**src/hdl/pwmm_pkg.sv**
```systemverilog
// ----------------------------------------------------------------------------
// pwmm_pkg: shared types and constants of the PWM period and duty meter
// Field widths, register indexes and the command and status groups that join
// the controller to the datapath.
// ----------------------------------------------------------------------------
`default_nettype none

package pwmm_pkg;

  localparam int CLK_HZ_W   = 26;   // width of the clock_hz register
  localparam int GAP_W      = 24;   // width of the gap_ticks register
  localparam int CFG_DATA_W = 26;   // widest register
  localparam int CFG_IDX_W  = 1;
  localparam int PERIOD_W   = 16;   // result period and frequency fields
  localparam int DUTY_W     = 7;
  localparam int DUTY_SCALE = 100;
  localparam int DUTY_STEPS = 7;    // quotient bits of the duty division
  localparam int FREQ_STEPS = CLK_HZ_W;
  localparam int STEP_W     = 5;

  localparam logic [CLK_HZ_W-1:0] CLOCK_HZ_RESET  = CLK_HZ_W'(8000000);
  localparam logic [GAP_W-1:0]    GAP_TICKS_RESET = GAP_W'(400000);

  localparam logic [CFG_IDX_W-1:0] CFG_CLOCK_HZ  = 1'b0;
  localparam logic [CFG_IDX_W-1:0] CFG_GAP_TICKS = 1'b1;

  typedef struct packed {
    logic accept;        // a sample is transferred this cycle
    logic tick_adv;      // measurement counter moves on
    logic tick_restart;  // new measurement: this sample is tick zero
    logic cap_rise;
    logic cap_fall;
    logic cap_end;       // third capture: latch period and high time
    logic gap_clear;
    logic gap_inc;
    logic div_init;
    logic div_step;
    logic out_load;
  } pwmm_cmd_t;

  typedef struct packed {
    logic rising;
    logic falling;
    logic order_ok;
    logic gap_done;
    logic div_last;
    logic out_free;
  } pwmm_sts_t;

endpackage

`default_nettype wire

```
**src/hdl/pwmm_if.sv**
```systemverilog
// ----------------------------------------------------------------------------
// pwmm_if: sample and result channels of the PWM meter
// Valid/ready channels; a transfer happens when valid and ready are both high.
// ----------------------------------------------------------------------------
`default_nettype none

interface pwmm_in_if import pwmm_pkg::*; ();
  logic valid;
  logic ready;
  logic level;

  modport source (output valid, output level, input ready);
  modport sink   (input valid, input level, output ready);
endinterface

interface pwmm_out_if import pwmm_pkg::*; ();
  logic                valid;
  logic                ready;
  logic [PERIOD_W-1:0] period_ticks;
  logic [PERIOD_W-1:0] frequency_hz;
  logic [DUTY_W-1:0]   duty_percent;

  modport source (output valid, output period_ticks, output frequency_hz,
                  output duty_percent, input ready);
  modport sink   (input valid, input period_ticks, input frequency_hz,
                  input duty_percent, output ready);
endinterface

`default_nettype wire

```
**src/hdl/pwmm_ctrl.sv**
```systemverilog
// ----------------------------------------------------------------------------
// pwmm_ctrl: measurement sequencer
// Steps through the three captures, the idle gap and the division, and
// issues commands to the datapath.
// ----------------------------------------------------------------------------
`default_nettype none

module pwmm_ctrl import pwmm_pkg::*; (
  input  wire logic      clk,
  input  wire logic      rst_n,
  input  wire logic      in_valid,
  output logic           in_ready,
  input  wire pwmm_sts_t sts,
  output pwmm_cmd_t      cmd
);

  typedef enum logic [6:0] {
    S_RISE1 = 7'b0000001,
    S_FALL  = 7'b0000010,
    S_RISE2 = 7'b0000100,
    S_GAP   = 7'b0001000,
    S_LOAD  = 7'b0010000,
    S_DIV   = 7'b0100000,
    S_DONE  = 7'b1000000
  } state_t;

  state_t state_r, state_nxt;
  logic   accept;

  assign in_ready = (state_r == S_RISE1) || (state_r == S_FALL) ||
                    (state_r == S_RISE2) || (state_r == S_GAP);
  assign accept   = in_valid && in_ready;

  always_comb begin
    state_nxt  = state_r;
    cmd        = '0;
    cmd.accept = accept;
    case (state_r)
      S_RISE1: begin
        if (accept) begin
          cmd.tick_adv = 1'b1;
          if (sts.rising) begin
            cmd.cap_rise = 1'b1;
            state_nxt    = S_FALL;
          end
        end
      end
      S_FALL: begin
        if (accept) begin
          cmd.tick_adv = 1'b1;
          if (sts.falling) begin
            cmd.cap_fall = 1'b1;
            state_nxt    = S_RISE2;
          end
        end
      end
      S_RISE2: begin
        if (accept) begin
          cmd.tick_adv = 1'b1;
          if (sts.rising) begin
            cmd.gap_clear = 1'b1;
            // Captures out of order after a counter wrap give no result.
            if (sts.order_ok) begin
              cmd.cap_end = 1'b1;
              state_nxt   = S_LOAD;
            end else begin
              state_nxt = S_GAP;
            end
          end
        end
      end
      S_GAP: begin
        if (accept) begin
          if (sts.gap_done) begin
            cmd.tick_restart = 1'b1;
            if (sts.rising) begin
              cmd.cap_rise = 1'b1;
              state_nxt    = S_FALL;
            end else begin
              state_nxt = S_RISE1;
            end
          end else begin
            cmd.gap_inc = 1'b1;
          end
        end
      end
      S_LOAD: begin
        cmd.div_init = 1'b1;
        state_nxt    = S_DIV;
      end
      S_DIV: begin
        cmd.div_step = 1'b1;
        if (sts.div_last) begin
          state_nxt = S_DONE;
        end
      end
      S_DONE: begin
        if (sts.out_free) begin
          cmd.out_load = 1'b1;
          state_nxt    = S_GAP;
        end
      end
      default: begin
        state_nxt = S_RISE1;
      end
    endcase
  end

  always_ff @(posedge clk) begin
    if (!rst_n) begin
      state_r <= S_RISE1;
    end else begin
      state_r <= state_nxt;
    end
  end

endmodule

`default_nettype wire

```
**src/hdl/pwmm_dp.sv**
```systemverilog
// ----------------------------------------------------------------------------
// pwmm_dp: capture, gap and division datapath of the PWM meter
// Edge detection, the tick counter, capture registers, the gap counter, the
// configuration registers, a bit-serial divider pair and the result register.
// ----------------------------------------------------------------------------
`default_nettype none

module pwmm_dp import pwmm_pkg::*; #(
  parameter int TIMER_WIDTH = 16
) (
  input  wire logic                  clk,
  input  wire logic                  rst_n,
  input  wire logic                  cfg_we,
  input  wire logic [CFG_IDX_W-1:0]  cfg_index,
  input  wire logic [CFG_DATA_W-1:0] cfg_data,
  input  wire logic                  in_level,
  input  wire pwmm_cmd_t             cmd,
  output pwmm_sts_t                  sts,
  output logic                       out_valid,
  input  wire logic                  out_ready,
  output logic [PERIOD_W-1:0]        out_period_ticks,
  output logic [PERIOD_W-1:0]        out_frequency_hz,
  output logic [DUTY_W-1:0]          out_duty_percent
);

  localparam int TW    = TIMER_WIDTH;
  localparam int DW    = TIMER_WIDTH + DUTY_W;      // duty dividend width
  localparam int SAT_W = TIMER_WIDTH + PERIOD_W;

  logic [CLK_HZ_W-1:0] clock_hz_r;
  logic [GAP_W-1:0]    gap_ticks_r;
  logic                prev_r;
  logic [TW-1:0]       tick_r, rise_r, fall_r, period_r, diff_r;
  logic [GAP_W-1:0]    gap_r;
  logic [TW-1:0]       now;

  logic [TW-1:0]       frem_r;
  logic [CLK_HZ_W-1:0] fquo_r;
  logic [DW-1:0]       drem_r, dvs_r;
  logic [DUTY_W-1:0]   dquo_r;
  logic [STEP_W-1:0]   step_r;

  logic [TW:0]         fsh;
  logic                fge, dge, duty_on;
  logic [SAT_W-1:0]    per_ext;

  logic                out_valid_r;
  logic [PERIOD_W-1:0] out_period_r, out_freq_r;
  logic [DUTY_W-1:0]   out_duty_r;

  // A restarting measurement counts the current sample as tick zero.
  assign now = cmd.tick_restart ? '0 : tick_r;

  assign sts.rising   = in_level && !prev_r;
  assign sts.falling  = !in_level && prev_r;
  assign sts.order_ok = (rise_r < fall_r) && (fall_r < now);
  assign sts.gap_done = (gap_r >= gap_ticks_r);
  assign sts.div_last = (step_r == STEP_W'(FREQ_STEPS - 1));
  assign sts.out_free = !out_valid_r || out_ready;

  // Frequency: restoring division, one quotient bit per cycle.
  assign fsh = {frem_r, fquo_r[CLK_HZ_W-1]};
  assign fge = (fsh >= {1'b0, period_r});

  // Duty: quotient is below 100, so seven steps against a shifted divisor.
  assign dge     = (drem_r >= dvs_r);
  assign duty_on = (step_r < STEP_W'(DUTY_STEPS));

  assign per_ext = SAT_W'(period_r);

  always_ff @(posedge clk) begin
    if (!rst_n) begin
      clock_hz_r  <= CLOCK_HZ_RESET;
      gap_ticks_r <= GAP_TICKS_RESET;
    end else if (cfg_we) begin
      case (cfg_index)
        CFG_CLOCK_HZ:  clock_hz_r  <= cfg_data[CLK_HZ_W-1:0];
        CFG_GAP_TICKS: gap_ticks_r <= cfg_data[GAP_W-1:0];
        default: begin
        end
      endcase
    end
  end

  always_ff @(posedge clk) begin
    if (!rst_n) begin
      prev_r <= 1'b0;
      tick_r <= '0;
      rise_r <= '0;
      fall_r <= '0;
      gap_r  <= '0;
    end else begin
      if (cmd.accept) begin
        prev_r <= in_level;
      end
      if (cmd.tick_restart) begin
        tick_r <= TW'(1);
      end else if (cmd.tick_adv) begin
        tick_r <= tick_r + TW'(1);
      end
      if (cmd.cap_rise) begin
        rise_r <= now;
      end
      if (cmd.cap_fall) begin
        fall_r <= now;
      end
      if (cmd.gap_clear) begin
        gap_r <= '0;
      end else if (cmd.gap_inc) begin
        gap_r <= gap_r + GAP_W'(1);
      end
    end
  end

  always_ff @(posedge clk) begin
    if (cmd.cap_end) begin
      period_r <= now - rise_r;
      diff_r   <= fall_r - rise_r;
    end
    if (cmd.div_init) begin
      frem_r <= '0;
      fquo_r <= clock_hz_r;
      drem_r <= DW'(diff_r) * DW'(DUTY_SCALE);
      dvs_r  <= DW'(period_r) << (DUTY_STEPS - 1);
      dquo_r <= '0;
      step_r <= '0;
    end else if (cmd.div_step) begin
      frem_r <= fge ? TW'(fsh - {1'b0, period_r}) : fsh[TW-1:0];
      fquo_r <= {fquo_r[CLK_HZ_W-2:0], fge};
      if (duty_on) begin
        if (dge) begin
          drem_r <= drem_r - dvs_r;
        end
        dquo_r <= {dquo_r[DUTY_W-2:0], dge};
        dvs_r  <= dvs_r >> 1;
      end
      step_r <= step_r + STEP_W'(1);
    end
  end

  always_ff @(posedge clk) begin
    if (!rst_n) begin
      out_valid_r <= 1'b0;
    end else if (cmd.out_load) begin
      out_valid_r <= 1'b1;
    end else if (out_ready) begin
      out_valid_r <= 1'b0;
    end
  end

  always_ff @(posedge clk) begin
    if (cmd.out_load) begin
      out_period_r <= (per_ext > SAT_W'({PERIOD_W{1'b1}})) ? '1 : per_ext[PERIOD_W-1:0];
      out_freq_r   <= (fquo_r > CLK_HZ_W'({PERIOD_W{1'b1}})) ? '1 : fquo_r[PERIOD_W-1:0];
      out_duty_r   <= dquo_r;
    end
  end

  assign out_valid        = out_valid_r;
  assign out_period_ticks = out_period_r;
  assign out_frequency_hz = out_freq_r;
  assign out_duty_percent = out_duty_r;

endmodule

`default_nettype wire

```
**src/hdl/pwm_period_duty_meter.sv**
```systemverilog
// ----------------------------------------------------------------------------
// pwm_period_duty_meter: PWM period, frequency and duty meter
// Input capture of a sampled signal with a bit-serial divider pair for the results.
// ----------------------------------------------------------------------------
// Each transfer on the input channel is one tick of the measured signal. A
// measurement times the first rising edge, the following falling edge and the
// next rising edge; if the three captures are in order it produces one result
// with the period, clock_hz divided by the period (saturated) and the duty in
// percent, then idles for gap_ticks samples. Samples are taken one per cycle
// while measuring and idling. After a third capture that yields a result the
// input is held off through one load state, 26 division steps of the serial
// divider pair and the write of the result register, and for as long as the
// previous result still waits in the output register. Configuration writes
// are meant for an idle block.
`default_nettype none

module pwm_period_duty_meter import pwmm_pkg::*; #(
  parameter int TIMER_WIDTH = 16
) (
  input  wire logic                  clk,
  input  wire logic                  rst_n,
  input  wire logic                  cfg_we,
  input  wire logic [CFG_IDX_W-1:0]  cfg_index,
  input  wire logic [CFG_DATA_W-1:0] cfg_data,
  pwmm_in_if.sink                    in_chan,
  pwmm_out_if.source                 out_chan
);

  pwmm_cmd_t cmd;
  pwmm_sts_t sts;

  pwmm_ctrl u_ctrl (
    .clk      (clk),
    .rst_n    (rst_n),
    .in_valid (in_chan.valid),
    .in_ready (in_chan.ready),
    .sts      (sts),
    .cmd      (cmd)
  );

  pwmm_dp #(
    .TIMER_WIDTH (TIMER_WIDTH)
  ) u_dp (
    .clk              (clk),
    .rst_n            (rst_n),
    .cfg_we           (cfg_we),
    .cfg_index        (cfg_index),
    .cfg_data         (cfg_data),
    .in_level         (in_chan.level),
    .cmd              (cmd),
    .sts              (sts),
    .out_valid        (out_chan.valid),
    .out_ready        (out_chan.ready),
    .out_period_ticks (out_chan.period_ticks),
    .out_frequency_hz (out_chan.frequency_hz),
    .out_duty_percent (out_chan.duty_percent)
  );

endmodule

`default_nettype wire
```
**src/flat_wrapper.sv**
```systemverilog
// flat-port wrapper written by rule: the top's interface ports become plain ports
module pwm_period_duty_meter_flat import pwmm_pkg::*;
#(
  parameter int TIMER_WIDTH = 16
)
  (clk, rst_n, cfg_we, cfg_index, cfg_data, in_chan_valid, in_chan_level, in_chan_ready, out_chan_valid, out_chan_period_ticks, out_chan_frequency_hz, out_chan_duty_percent, out_chan_ready);
  pwmm_in_if in_chan_i ();
  pwmm_out_if out_chan_i ();
  input  wire logic clk;
  input  wire logic rst_n;
  input  wire logic cfg_we;
  input  wire logic [CFG_IDX_W-1:0] cfg_index;
  input  wire logic [CFG_DATA_W-1:0] cfg_data;
  input wire logic [$bits(in_chan_i.valid)-1:0] in_chan_valid;
  input wire logic [$bits(in_chan_i.level)-1:0] in_chan_level;
  output wire logic [$bits(in_chan_i.ready)-1:0] in_chan_ready;
  output wire logic [$bits(out_chan_i.valid)-1:0] out_chan_valid;
  output wire logic [$bits(out_chan_i.period_ticks)-1:0] out_chan_period_ticks;
  output wire logic [$bits(out_chan_i.frequency_hz)-1:0] out_chan_frequency_hz;
  output wire logic [$bits(out_chan_i.duty_percent)-1:0] out_chan_duty_percent;
  input wire logic [$bits(out_chan_i.ready)-1:0] out_chan_ready;
  assign in_chan_i.valid = in_chan_valid;
  assign in_chan_i.level = in_chan_level;
  assign in_chan_ready = in_chan_i.ready;
  assign out_chan_valid = out_chan_i.valid;
  assign out_chan_period_ticks = out_chan_i.period_ticks;
  assign out_chan_frequency_hz = out_chan_i.frequency_hz;
  assign out_chan_duty_percent = out_chan_i.duty_percent;
  assign out_chan_i.ready = out_chan_ready;
  pwm_period_duty_meter #(.TIMER_WIDTH(TIMER_WIDTH)) u_core (.clk(clk), .rst_n(rst_n), .cfg_we(cfg_we), .cfg_index(cfg_index), .cfg_data(cfg_data), .in_chan(in_chan_i), .out_chan(out_chan_i));
endmodule
```
**config.mk**
```make
export PLATFORM = sky130hd
export DESIGN_NAME = pwm_period_duty_meter_flat
export DESIGN_NICKNAME = d
export VERILOG_FILES = /design/src/hdl/pwmm_pkg.sv /design/src/hdl/pwmm_if.sv /design/src/hdl/pwmm_ctrl.sv /design/src/hdl/pwmm_dp.sv /design/src/hdl/pwm_period_duty_meter.sv /design/src/flat_wrapper.sv
export SDC_FILE = /design/constraint.sdc
export NUM_CORES = 1
export LEC_CHECK = 0
export BUFFER_PORTS_ARGS = -buffer_cell sky130_fd_sc_hd__buf_2
export CELL_PAD_IN_SITES_DETAIL_PLACEMENT = 2
export CELL_PAD_IN_SITES_GLOBAL_PLACEMENT = 2
export CORE_MARGIN = 1
export CORE_UTILIZATION = 43
export CTS_CLUSTER_SIZE = 28
export DETAILED_ROUTE_END_ITERATION = 12
export PLACE_DENSITY_LB_ADDON = 0.05
export SYNTH_ARGS = -nofsm -noshare
export SYNTH_HDL_FRONTEND = slang
export SYNTH_SLANG_ARGS = --single-unit
```
**constraint.sdc**
```tcl
create_clock -name clk -period 20.2 [get_ports clk]
set_input_delay 1.01 -clock clk [delete_from_list [all_inputs] [get_ports clk]]
set_output_delay 1.01 -clock clk [all_outputs]
set_load 0.01 [all_outputs]
```
After elaboration in Yosys (flattened, before gate mapping)
Index checks and enable logic that the tools add are counted.
W data, S select, Z words.
- word-level logic and storage cells: 135
- register bits: 301
- output and inout bits: 41
- input bits: 33
- reduce and logical (&&, ||, !) cells: 26
- equality and inequality tests: 18
- add/sub/neg operators: 7
- $mul: 1
- order comparisons: 8
- mux-type cells: 50
- bitwise operators: 2
- operators by type and width (kind ; count):
    $mux W23 ; 4
    $mux W7 ; 10
    $mux W22 ; 3
    $mux W26 ; 2
    $pmux W7 S7 ; 1
    $sub A16 B16 Y16 ; 3
    $lt A16 B16 Y1 ; 2
    $mux W16 ; 2
    $gt A26 B16 Y1 const B ; 1
    $add A24 B1 Y24 const B ; 1
    $ge A24 B24 Y1 ; 1
    $ge A23 B22 Y1 ; 1
    $sub A23 B22 Y23 ; 1
    $mul A16 B5 Y21 const B ; 1
    $mux W1 ; 20
    $ge A17 B16 Y1 ; 1
    $add A16 B1 Y16 const B ; 1
    $gt A16 B16 Y1 const B ; 1
    $mux W2 ; 6
    $ne A2 B1 Y1 const B ; 6
    $reduce_and A10 Y1 ; 1
    $reduce_bool A2 Y1 ; 5
    $ne A2 B2 Y1 const B ; 4
    $reduce_and A2 Y1 ; 4
    19 further kinds ; 30

Depth between registers and ports, before layout
Gate-level depths: netlist of the first run.
- depth after elaboration: 15
- gate-level depth with buffers: 19
- depth with buffers taken out: 18

Cells and area by module
From an unflattened synthesis of the first run, not the netlist that was laid out.
- cells, all modules: 1857
- area, all modules: 17658.2 µm²
- by module, submodules not included (module ; instances ; area each (µm²) ; seq. area each (µm²) ; cells an instance):
    pwmm_dp ; 1 ; 16996.3 ; 7226.9 ; 1768
    pwmm_ctrl ; 1 ; 661.9 ; 140.1 ; 89

Worst setup path after synthesis of the first run
No wires, ideal clock.
- path kind: register -> register
- start: register u_core.u_dp.gap_ticks_r[17]
- end: register u_core.u_dp.diff_r[0] (enable)
- path slack: 13591 ps
- data arrival time: 6139 ps
- library setup time: 470 ps
- cell stages (with the launch flop): 18
- required time: 19730 ps
- path buffers: 1
- period minus slack after synthesis: 6609 ps
- cells stage by stage: dfxtp_1 -> inv_1 -> ha_1 -> a21o_1 -> a221o_1 -> a221oi_2 -> o211ai_2 -> nand2_1 -> clkbuf_1 -> nand2_1 -> ha_1 -> a21o_1 -> a21o_1 -> a21oi_1 -> nor3_1 -> a2111oi_0 -> o41ai_1 -> a211oi_1
- RTL lines (element ; RTL line ; text):
    start: declaration ; pwmm_dp.sv:31 ; logic [GAP_W-1:0] gap_ticks_r;
    start signal: assignment ; pwmm_dp.sv:78 ; CFG_GAP_TICKS: gap_ticks_r <= cfg_data[GAP_W-1:0];
    end signal: assignment ; pwmm_dp.sv:118 ; diff_r <= fall_r - rise_r;
    end: declaration ; pwmm_dp.sv:33 ; logic [TW-1:0] tick_r, rise_r, fall_r, period_r, diff_r;

==> results of run 1 <==
-- worst max-delay path, cell delays in order, from the launching register on --
cell and delay (ns):
dfxtp_1 0.32, inv_1 0.05, ha_1 0.31, and4_1 0.25, nand4_1 0.15, or3_1 0.40
o211ai_2 0.32, nand2_1 0.47, nand2_1 0.28, ha_1 0.27, a21o_1 0.18, a21o_1 0.17
a21oi_1 0.19, nor3_1 0.07, a2111oi_0 0.53, o41ai_1 0.29, a211oi_4 0.29, buf_4 0.41
-- state kept, by name, summed over array words and instances (netlist names), 16 cells and up --
signal,cells
u_core.u_dp.period_r,16
u_core.u_dp.rise_r,16
u_core.u_dp.frem_r,16
u_core.u_dp.diff_r,16
u_core.u_dp.drem_r,23
u_core.u_dp.tick_r,16
u_core.u_dp.out_frequency_hz,16
u_core.u_dp.out_period_ticks,16
u_core.u_dp.dvs_r,22
u_core.u_dp.fquo_r,26
u_core.u_dp.gap_r,24
u_core.u_dp.gap_ticks_r,24
u_core.u_dp.clock_hz_r,26
u_core.u_dp.fall_r,16
-- cells in the final DEF (no fill, tap or decap), drive strengths merged, types with 11 or more instances in the layout --
cell,n
nand2,308
nand3,47
or2,23
o211ai,14
o31ai,11
o21ai,79
a22oi,16
xor2,38
a21o,21
and2,11
and3,12
o22ai,32
o21a,31
or3,27
ha,165
nor2,120
edfxtp,134
mux2i,16
clkbuf,55
dfxtp,167
buf,87
fa,15
inv,176
nor3,28
a21oi,140
nand4,27
nand2b,17
nor2b,18
xnor2,54
-- metrics by stage --
step | utilization, % | instances | worst slack [ns] | cell area [um2] | hold slack [ns]
after global routing | 48.9 | 2526 | 14.43 | 19400 | 0.446
after detailed placement | 46.0 | 2459 | 14.84 | 18300 | 0.427
after global placement | 46.0 | 2459 | 15.04 | 18300 | 0.417
final | 48.9 | 2526 | 14.85 | 19400 | 0.439
after CTS | 48.9 | 2526 | 14.82 | 19400 | 0.441
after floorplan | - | 1912 | 13.59 | 17300 | 0.408
-- logic make-up (layout without fill, tap and decap cells) --
kind of cell               Yosys count  count (layout)  synth area share [%]
DFF                                301             301                  42.5
and+or+nand+nor                    666             666                  17.8
AOI/OAI and AO/OA                  414             414                  15.0
buffers and inverters              240             329                  5.29
muxes                               19              19                  1.12
adders and majority gates          180             180                  13.6
xor gates and xnor gates            92              92                  4.65
-- routing by layer --
metal  global-route usage (%)  vias up
met4                     5.21        0
met5                        0        -
met2                     45.4      141
li1                         -     6829
met1                     34.3     7148
met3                     3.42       63
-- power by group --
| part | leakage, nW | internal [mW] | switching [mW] |
|---|---|---|---|
| clock network | 0.566 | 0.372 | 0.269 |
| logic | 4.98 | 0.0460 | 0.0722 |
| registers | 2.53 | 0.645 | 0.0130 |
| total | 8.07 | 1.06 | 0.354 |
-- area by class of cell --
| cell class | instances | area, um2 |
|---|---|---|
| Fill cell | 4326 | 20300 |
| Inverter | 175 | 657 |
| Timing Repair Buffer | 87 | 470 |
| Multi-Input combinational cell | 1371 | 9130 |
| Clock buffer | 55 | 1040 |
| Clock inverter | 12 | 109 |
| Sequential cell | 301 | 7370 |
| Tap cell | 525 | 657 |
-- path summary, 6_finish.rpt --
kind	cells past startpoint	slack, ns	to
max	17	14.85	u_core.u_dp.diff_r[15]$_DFFE_PP_
min	0	0.44	u_core.u_dp.out_duty_percent[6]$_DFFE_PP_
max reg2reg	17	14.85	u_core.u_dp.diff_r[15]$_DFFE_PP_
min reg2reg	0	0.44	u_core.u_dp.out_duty_percent[6]$_DFFE_PP_
==> impl_results.md, run 1 <==
- Fmax: 187 MHz
- Number of max-cap violations: 0
- Most frequent cell after synthesis: nand2_1
- Yosys cell types: 72
- Placer Congestion: 0.833
- Slew headroom: 20.3%
- Status: finished, final reports clean
- Syn Std Cell Area: 17,300 um2
- Skew final: 0.0154 ns
- Tot GR Track Use: 26.0%
- RSZ-0062 raised after global routing: false
- Port bufs: 73
- Site Rows: 73
- Post-DR wirelength/cell: 20.9 um
- Yosys warns: 0
- Area grow syn2layout: 12.1%
- Worst Setup SP: u_core.u_dp.gap_ticks_r[23]$_SDFFE_PN0P_
- Startpoint types: flip-flop
- Leakage: 8.07 nW
- Global-route wire length before repair: 85,000 um
- Worst-margin pin slew: 1.19 ns
- # DRC: 0
- Clock sink total: 301
- Pwr/cell area: 72.9 nW/um2
- Min Tclk post-route: 5.35 ns
- Endpoint type of the worst setup path: flip-flop
- Met2 Wirelength: 26,200 um
- CTS tree: built
- Main area contributors after synthesis: edfxtp_1 (23%), dfxtp_1 (19%), ha_1 (12%), nand2_1 (6.7%), a21oi_1 (4.0%)
- Clock Tree Root: clkbuf_16
- Final ANT Viol Nets: 0
- Post-synth EDFFs: 134
- Post-CTS Setup Bufs: 0
- Final Cycle Share: 26.5%
- M1 WL: 24,400 um
- Die height: 203 um
- Initial antenna violation count: 0
- Asr flop ratio synth: 0%
- Chip Width: 203 um
- Hold Startpoint: u_core.u_dp.dquo_r[6]$_SDFFE_PP0P_
- Share of cells above drive strength 1: 9.05%
- Met3 WL: 1230 um
- Worst vdd ir: 53.7 uV
- Hold_buf cts: 0
- Hold Crit Class: flip-flop to flip-flop
- Routed Wire Length: 52,700 um
- Core region area: 39,700 um2
- Vias/cell: 5.61
- Total Power: 1.42 mW
- Top_reg_cell synth: dfxtp_1
- Yosys top cell area share: 23.2%
- Hpwl dp: 39,300 um
- Share of the yosys chip area belonging to registers: 42.5%
- Setup TNS Final: 0 ns
- Deepest clock path buffer count: 3
- I/O pins: 74
- Syn nets: 2,125
- Post-Synthesis Cells: 1,912
- Drt first pass iters: 5
- DRT iter0 DRCs: 557
- Num CTS Buffers: 37
- Most frequent cells after synthesis: nand2_1 (308), inv_1 (175), dfxtp_1 (167)
- Nets: 2,186
- Synthesized flop and latch total: 301
- Fin. max-slew vios: 0
- N_diodes: 0
- Initial Util: 43.6%
- Htree depth: 2
- Clk Latency, worst-skew pair: 0.56 ns
- Vias in the first global route: 15,452
- Max Used Layer: met4
- Final hold vios: 0
- Reg clk slew, reported paths: 0.06 ns
- Resize count post-CTS: 0
- Average size of a mapped cell: 9.07 um2
- CP Max Fanout: 32
- Die area: 41,100 um2
- Grt ovf: 0
- FF-to-FF Start: u_core.u_dp.gap_ticks_r[23]$_SDFFE_PN0P_
- CP Class: flip-flop to flip-flop
- CP required: 20.40 ns
- Pin count of the biggest net entering global routing: 77
- Post-synth top area cell: edfxtp_1
- WP data arrival: 5.55 ns
- Setup violators final: 0
- Via count: 14,181
Note: power is estimated with default switching activity, not from simulation.
==> run 2: changes to the inputs <==
--- a/config.mk
+++ b/config.mk
@@ -5,11 +5,12 @@
 export SDC_FILE = /design/constraint.sdc
 export NUM_CORES = 1
 export LEC_CHECK = 0
+export ABC_AREA = 1
 export BUFFER_PORTS_ARGS = -buffer_cell sky130_fd_sc_hd__buf_2
 export CELL_PAD_IN_SITES_DETAIL_PLACEMENT = 2
 export CELL_PAD_IN_SITES_GLOBAL_PLACEMENT = 2
 export CORE_MARGIN = 1
-export CORE_UTILIZATION = 43
+export CORE_UTILIZATION = 35
 export CTS_CLUSTER_SIZE = 28
 export DETAILED_ROUTE_END_ITERATION = 12
 export PLACE_DENSITY_LB_ADDON = 0.05
==> constraint.sdc (replaced) <==
create_clock -name clk -period 4.75 [get_ports clk]
set_input_delay 0.2375 -clock clk [delete_from_list [all_inputs] [get_ports clk]]
set_output_delay 0.2375 -clock clk [all_outputs]
set_load 0.01 [all_outputs]
==> run 2 against run 1 <==
Compared with the run above: sequential power rose to 4.5 times the previous value; sequential cell count unchanged; utilization down 7.9 points; global-route usage down 4.1 points; register-to-register slack worse by 14 ns; largest power group is now clock.
==> impl_results.md, run 2 <==
- Post-DP Area: 18,500 um2
- Grt ovf: 0
- Share of cells above drive strength 1: 9.56%
- Site Rows: 81
- Top_reg_cell synth: dfxtp_1
- Via count: 14,539
- Pwr/cell area: 383 nW/um2
- Hpwl dp: 41,600 um
- Final Cycle Share: 88.1%
- Most common cell after layout, fill and taps aside: nand2_1
- Non-filler cells in the finished layout: 2,884
- Top flop regs: u_core.u_dp.clock_hz_r: 26 flops, u_core.u_dp.fquo_r: 26 flops
- CP required: 4.95 ns
- WP data arrival: 4.39 ns
- Htree depth: 2
- Hold Crit Class: input pin to flip-flop
- CP top delay family: simple AND/OR/NAND/NOR gates
- Fmax: 239 MHz
- Setup violators final: 0
- Core region area: 49,000 um2
- Final hold vios: 0
- Post-DR wirelength/cell: 18.8 um
- Inst Count DP: 2,790
- Endpoint type of the worst setup path: flip-flop
- Clock sink total: 301
- Asr flop ratio synth: 0%
- Routed Wire Length: 54,200 um
- Yosys cell types: 58
- Pin count of the biggest net entering global routing: 67
- Critical path depth in cells: 23
- Tot GR Track Use: 21.9%
- CP max stage cell: dfxtp_1
- Worst-margin pin slew: 1.02 ns
- Slew headroom: 32.0%
- Reg clk slew, reported paths: 0.06 ns
- Drt first pass iters: 5
- CP Class: flip-flop to flip-flop
- Clock Tree Root: clkbuf_16
- Fin. max-slew vios: 0
- Most frequent cell after synthesis: nand2_1
- Average size of a mapped cell: 8.32 um2
- Share of the yosys chip area belonging to registers: 42.5%
- Buffers & Inverters on Critical Path: 4
- Nets: 2,401
- Vias in the first global route: 15,870
- Final ANT Viol Nets: 0
- Post-synth top area cell: edfxtp_1
- Crit-path cells: ha_1 > nand2_1 > nor2_1 > nand2_1 > inv_1 > nand2_1 > nand3_1 > nor2_2 > nand2_2 > nand2_1 > nor2_1 > buf_4 > nor2_1 > inv_1 > ha_1 > a21oi_1 > o21a_1 > o221a_2 > nand2_1 > a31oi_1 > nand2_1 > nor2_2 > buf_4
- Worst hold slack: 0.0191 ns
- Global-route wire length before repair: 86,400 um
- Syn nets: 2,297
- Hold Path Depth: 3
- Deepest clock path buffer count: 3
- Yosys warns: 0
- Initial Util: 35.4%
- Min Tclk post-route: 4.19 ns
- Post-route setup slack: 0.563 ns
- RSZ-0062 raised after global routing: false
- Dpl ws: 0.463 ns
- Commonest non-fill, non-tap cells in the layout: nand2_1 (373), inv_1 (307), a21oi_1 (200), o21ai_0 (179), dfxtp_1 (167)
- Worst path most repeated cell: nand2_1
- CP Max Fanout: 32
- Post-synth EDFFs: 134
- Worst vdd ir: 250 uV
- Slowest stage delay, CP: 0.46 ns
- Final core utilization: 41.0%
- Syn Std Cell Area: 17,300 um2
- Chip Width: 225 um
- Placer Congestion: 0.785
- Vias/cell: 5.04
- Die area: 50,500 um2
- Port bufs: 73
- Area grow syn2layout: 15.8%
- # DRC: 0
- Num CTS Buffers: 38
- CTS tree: built
- Main area contributors after synthesis: edfxtp_1 (23%), dfxtp_1 (19%), ha_1 (12%), nand2_1 (8.1%), inv_1 (6.6%)
- R2R cell count: 23
- Startpoint types: flip-flop
- Fin area: 20,100 um2
- Leakage: 8.83 nW
- Most frequent cells after synthesis: nand2_1 (373), inv_1 (307), a21oi_1 (200)
- DRT iter0 DRCs: 521
- Clk Latency, worst-skew pair: 0.55 ns
- Number of max-cap violations: 0
- Skew final: 0.0113 ns
- Die height: 225 um
- Post-Synthesis Cells: 2,084
- Status: finished, final reports clean
- Setup TNS Final: 0 ns
- I/O pins: 74
- Synthesized flop and latch total: 301
- Initial antenna violation count: 2
- Total Power: 7.70 mW
- Yosys top cell area share: 23.2%
-- run 2: cell count changes after synthesis, moves of 18 or more --
cell     change
or3_1       -27
xnor2_1     -27
o21ai_0    +103
nor2b_1     -18
o21a_1      -27
nor2_1      +42
a21oi_1     +60
a21o_1      -20
inv_1      +132
nand2_1     +65
-- run 2: logic make-up (layout without fill, tap and decap cells) --
| kind of cell | count (synthesis) | after routing | share of synthesized area [%] |
|---|---|---|---|
| adders and majority gates | 180 | 180 | 13.6 |
| DFF | 301 | 301 | 42.5 |
| xor gates and xnor gates | 75 | 75 | 3.79 |
| AOI/OAI and AO/OA | 470 | 470 | 14.8 |
| and+or+nand+nor | 688 | 688 | 17.2 |
| buffers and inverters | 370 | 504 | 8.14 |
| other | 0 | 2 | 0 |
-- run 2: where the power goes --
part	total [mW]	switching, mW	internal (mW)
logic	1.62	1.04	0.574
registers	2.98	0.0619	2.92
clock network	3.10	1.18	1.92
-- run 2: cell type report --
| cell class | count | area, um2 |
|---|---|---|
| multi-input combinational | 1413 | 8610 |
| fill | 5533 | 28900 |
| clock buffer | 49 | 1110 |
| antenna | 2 | 5.00 |
| inverter | 321 | 1210 |
| tap | 664 | 831 |
| sequential | 301 | 7370 |
| timing repair buffer | 113 | 721 |
| clock inverter | 21 | 235 |
-- run 2: worst min-delay path, delay by kind of cell --
family	cells	cell delay [ns]
buffers and inverters	1	0.10
AND/OR/NAND/NOR	2	0.18
-- run 2: worst paths after layout --
path,start,to,slack [ns]
worst max-delay path,u_core.u_dp.gap_r[19]$_SDFFE_PP0P_,u_core.u_dp.diff_r[9]$_DFFE_PP_,0.56
worst min-delay path,cfg_data[4],u_core.u_dp.clock_hz_r[4]$_SDFFE_PN0P_,0.02
worst max register to register,u_core.u_dp.gap_r[19]$_SDFFE_PP0P_,u_core.u_dp.diff_r[9]$_DFFE_PP_,0.56
worst min register to register,u_core.u_dp.dquo_r[6]$_SDFFE_PP0P_,u_core.u_dp.out_duty_percent[6]$_DFFE_PP_,0.43
-- run 2: per-layer routing --
layer | up-vias | part of all wire [%] | track usage [%]
met1 | 7151 | 49 | 29.6
met2 | 147 | 47 | 36.8
li1 | 7175 | - | -
met3 | 66 | 2.3 | 2.50
met5 | - | 0 | 0
met4 | 0 | 2.1 | 5.92
-- run 2: repair_timing --
action | 4_1_cts | 5_1_grt
setup endpoints to repair | 0 | 2
resized for setup | 0 | 2
hold endpoints to repair | 27 | 0
buffers inserted | 0 | 0
hold buffers | 22 | 0
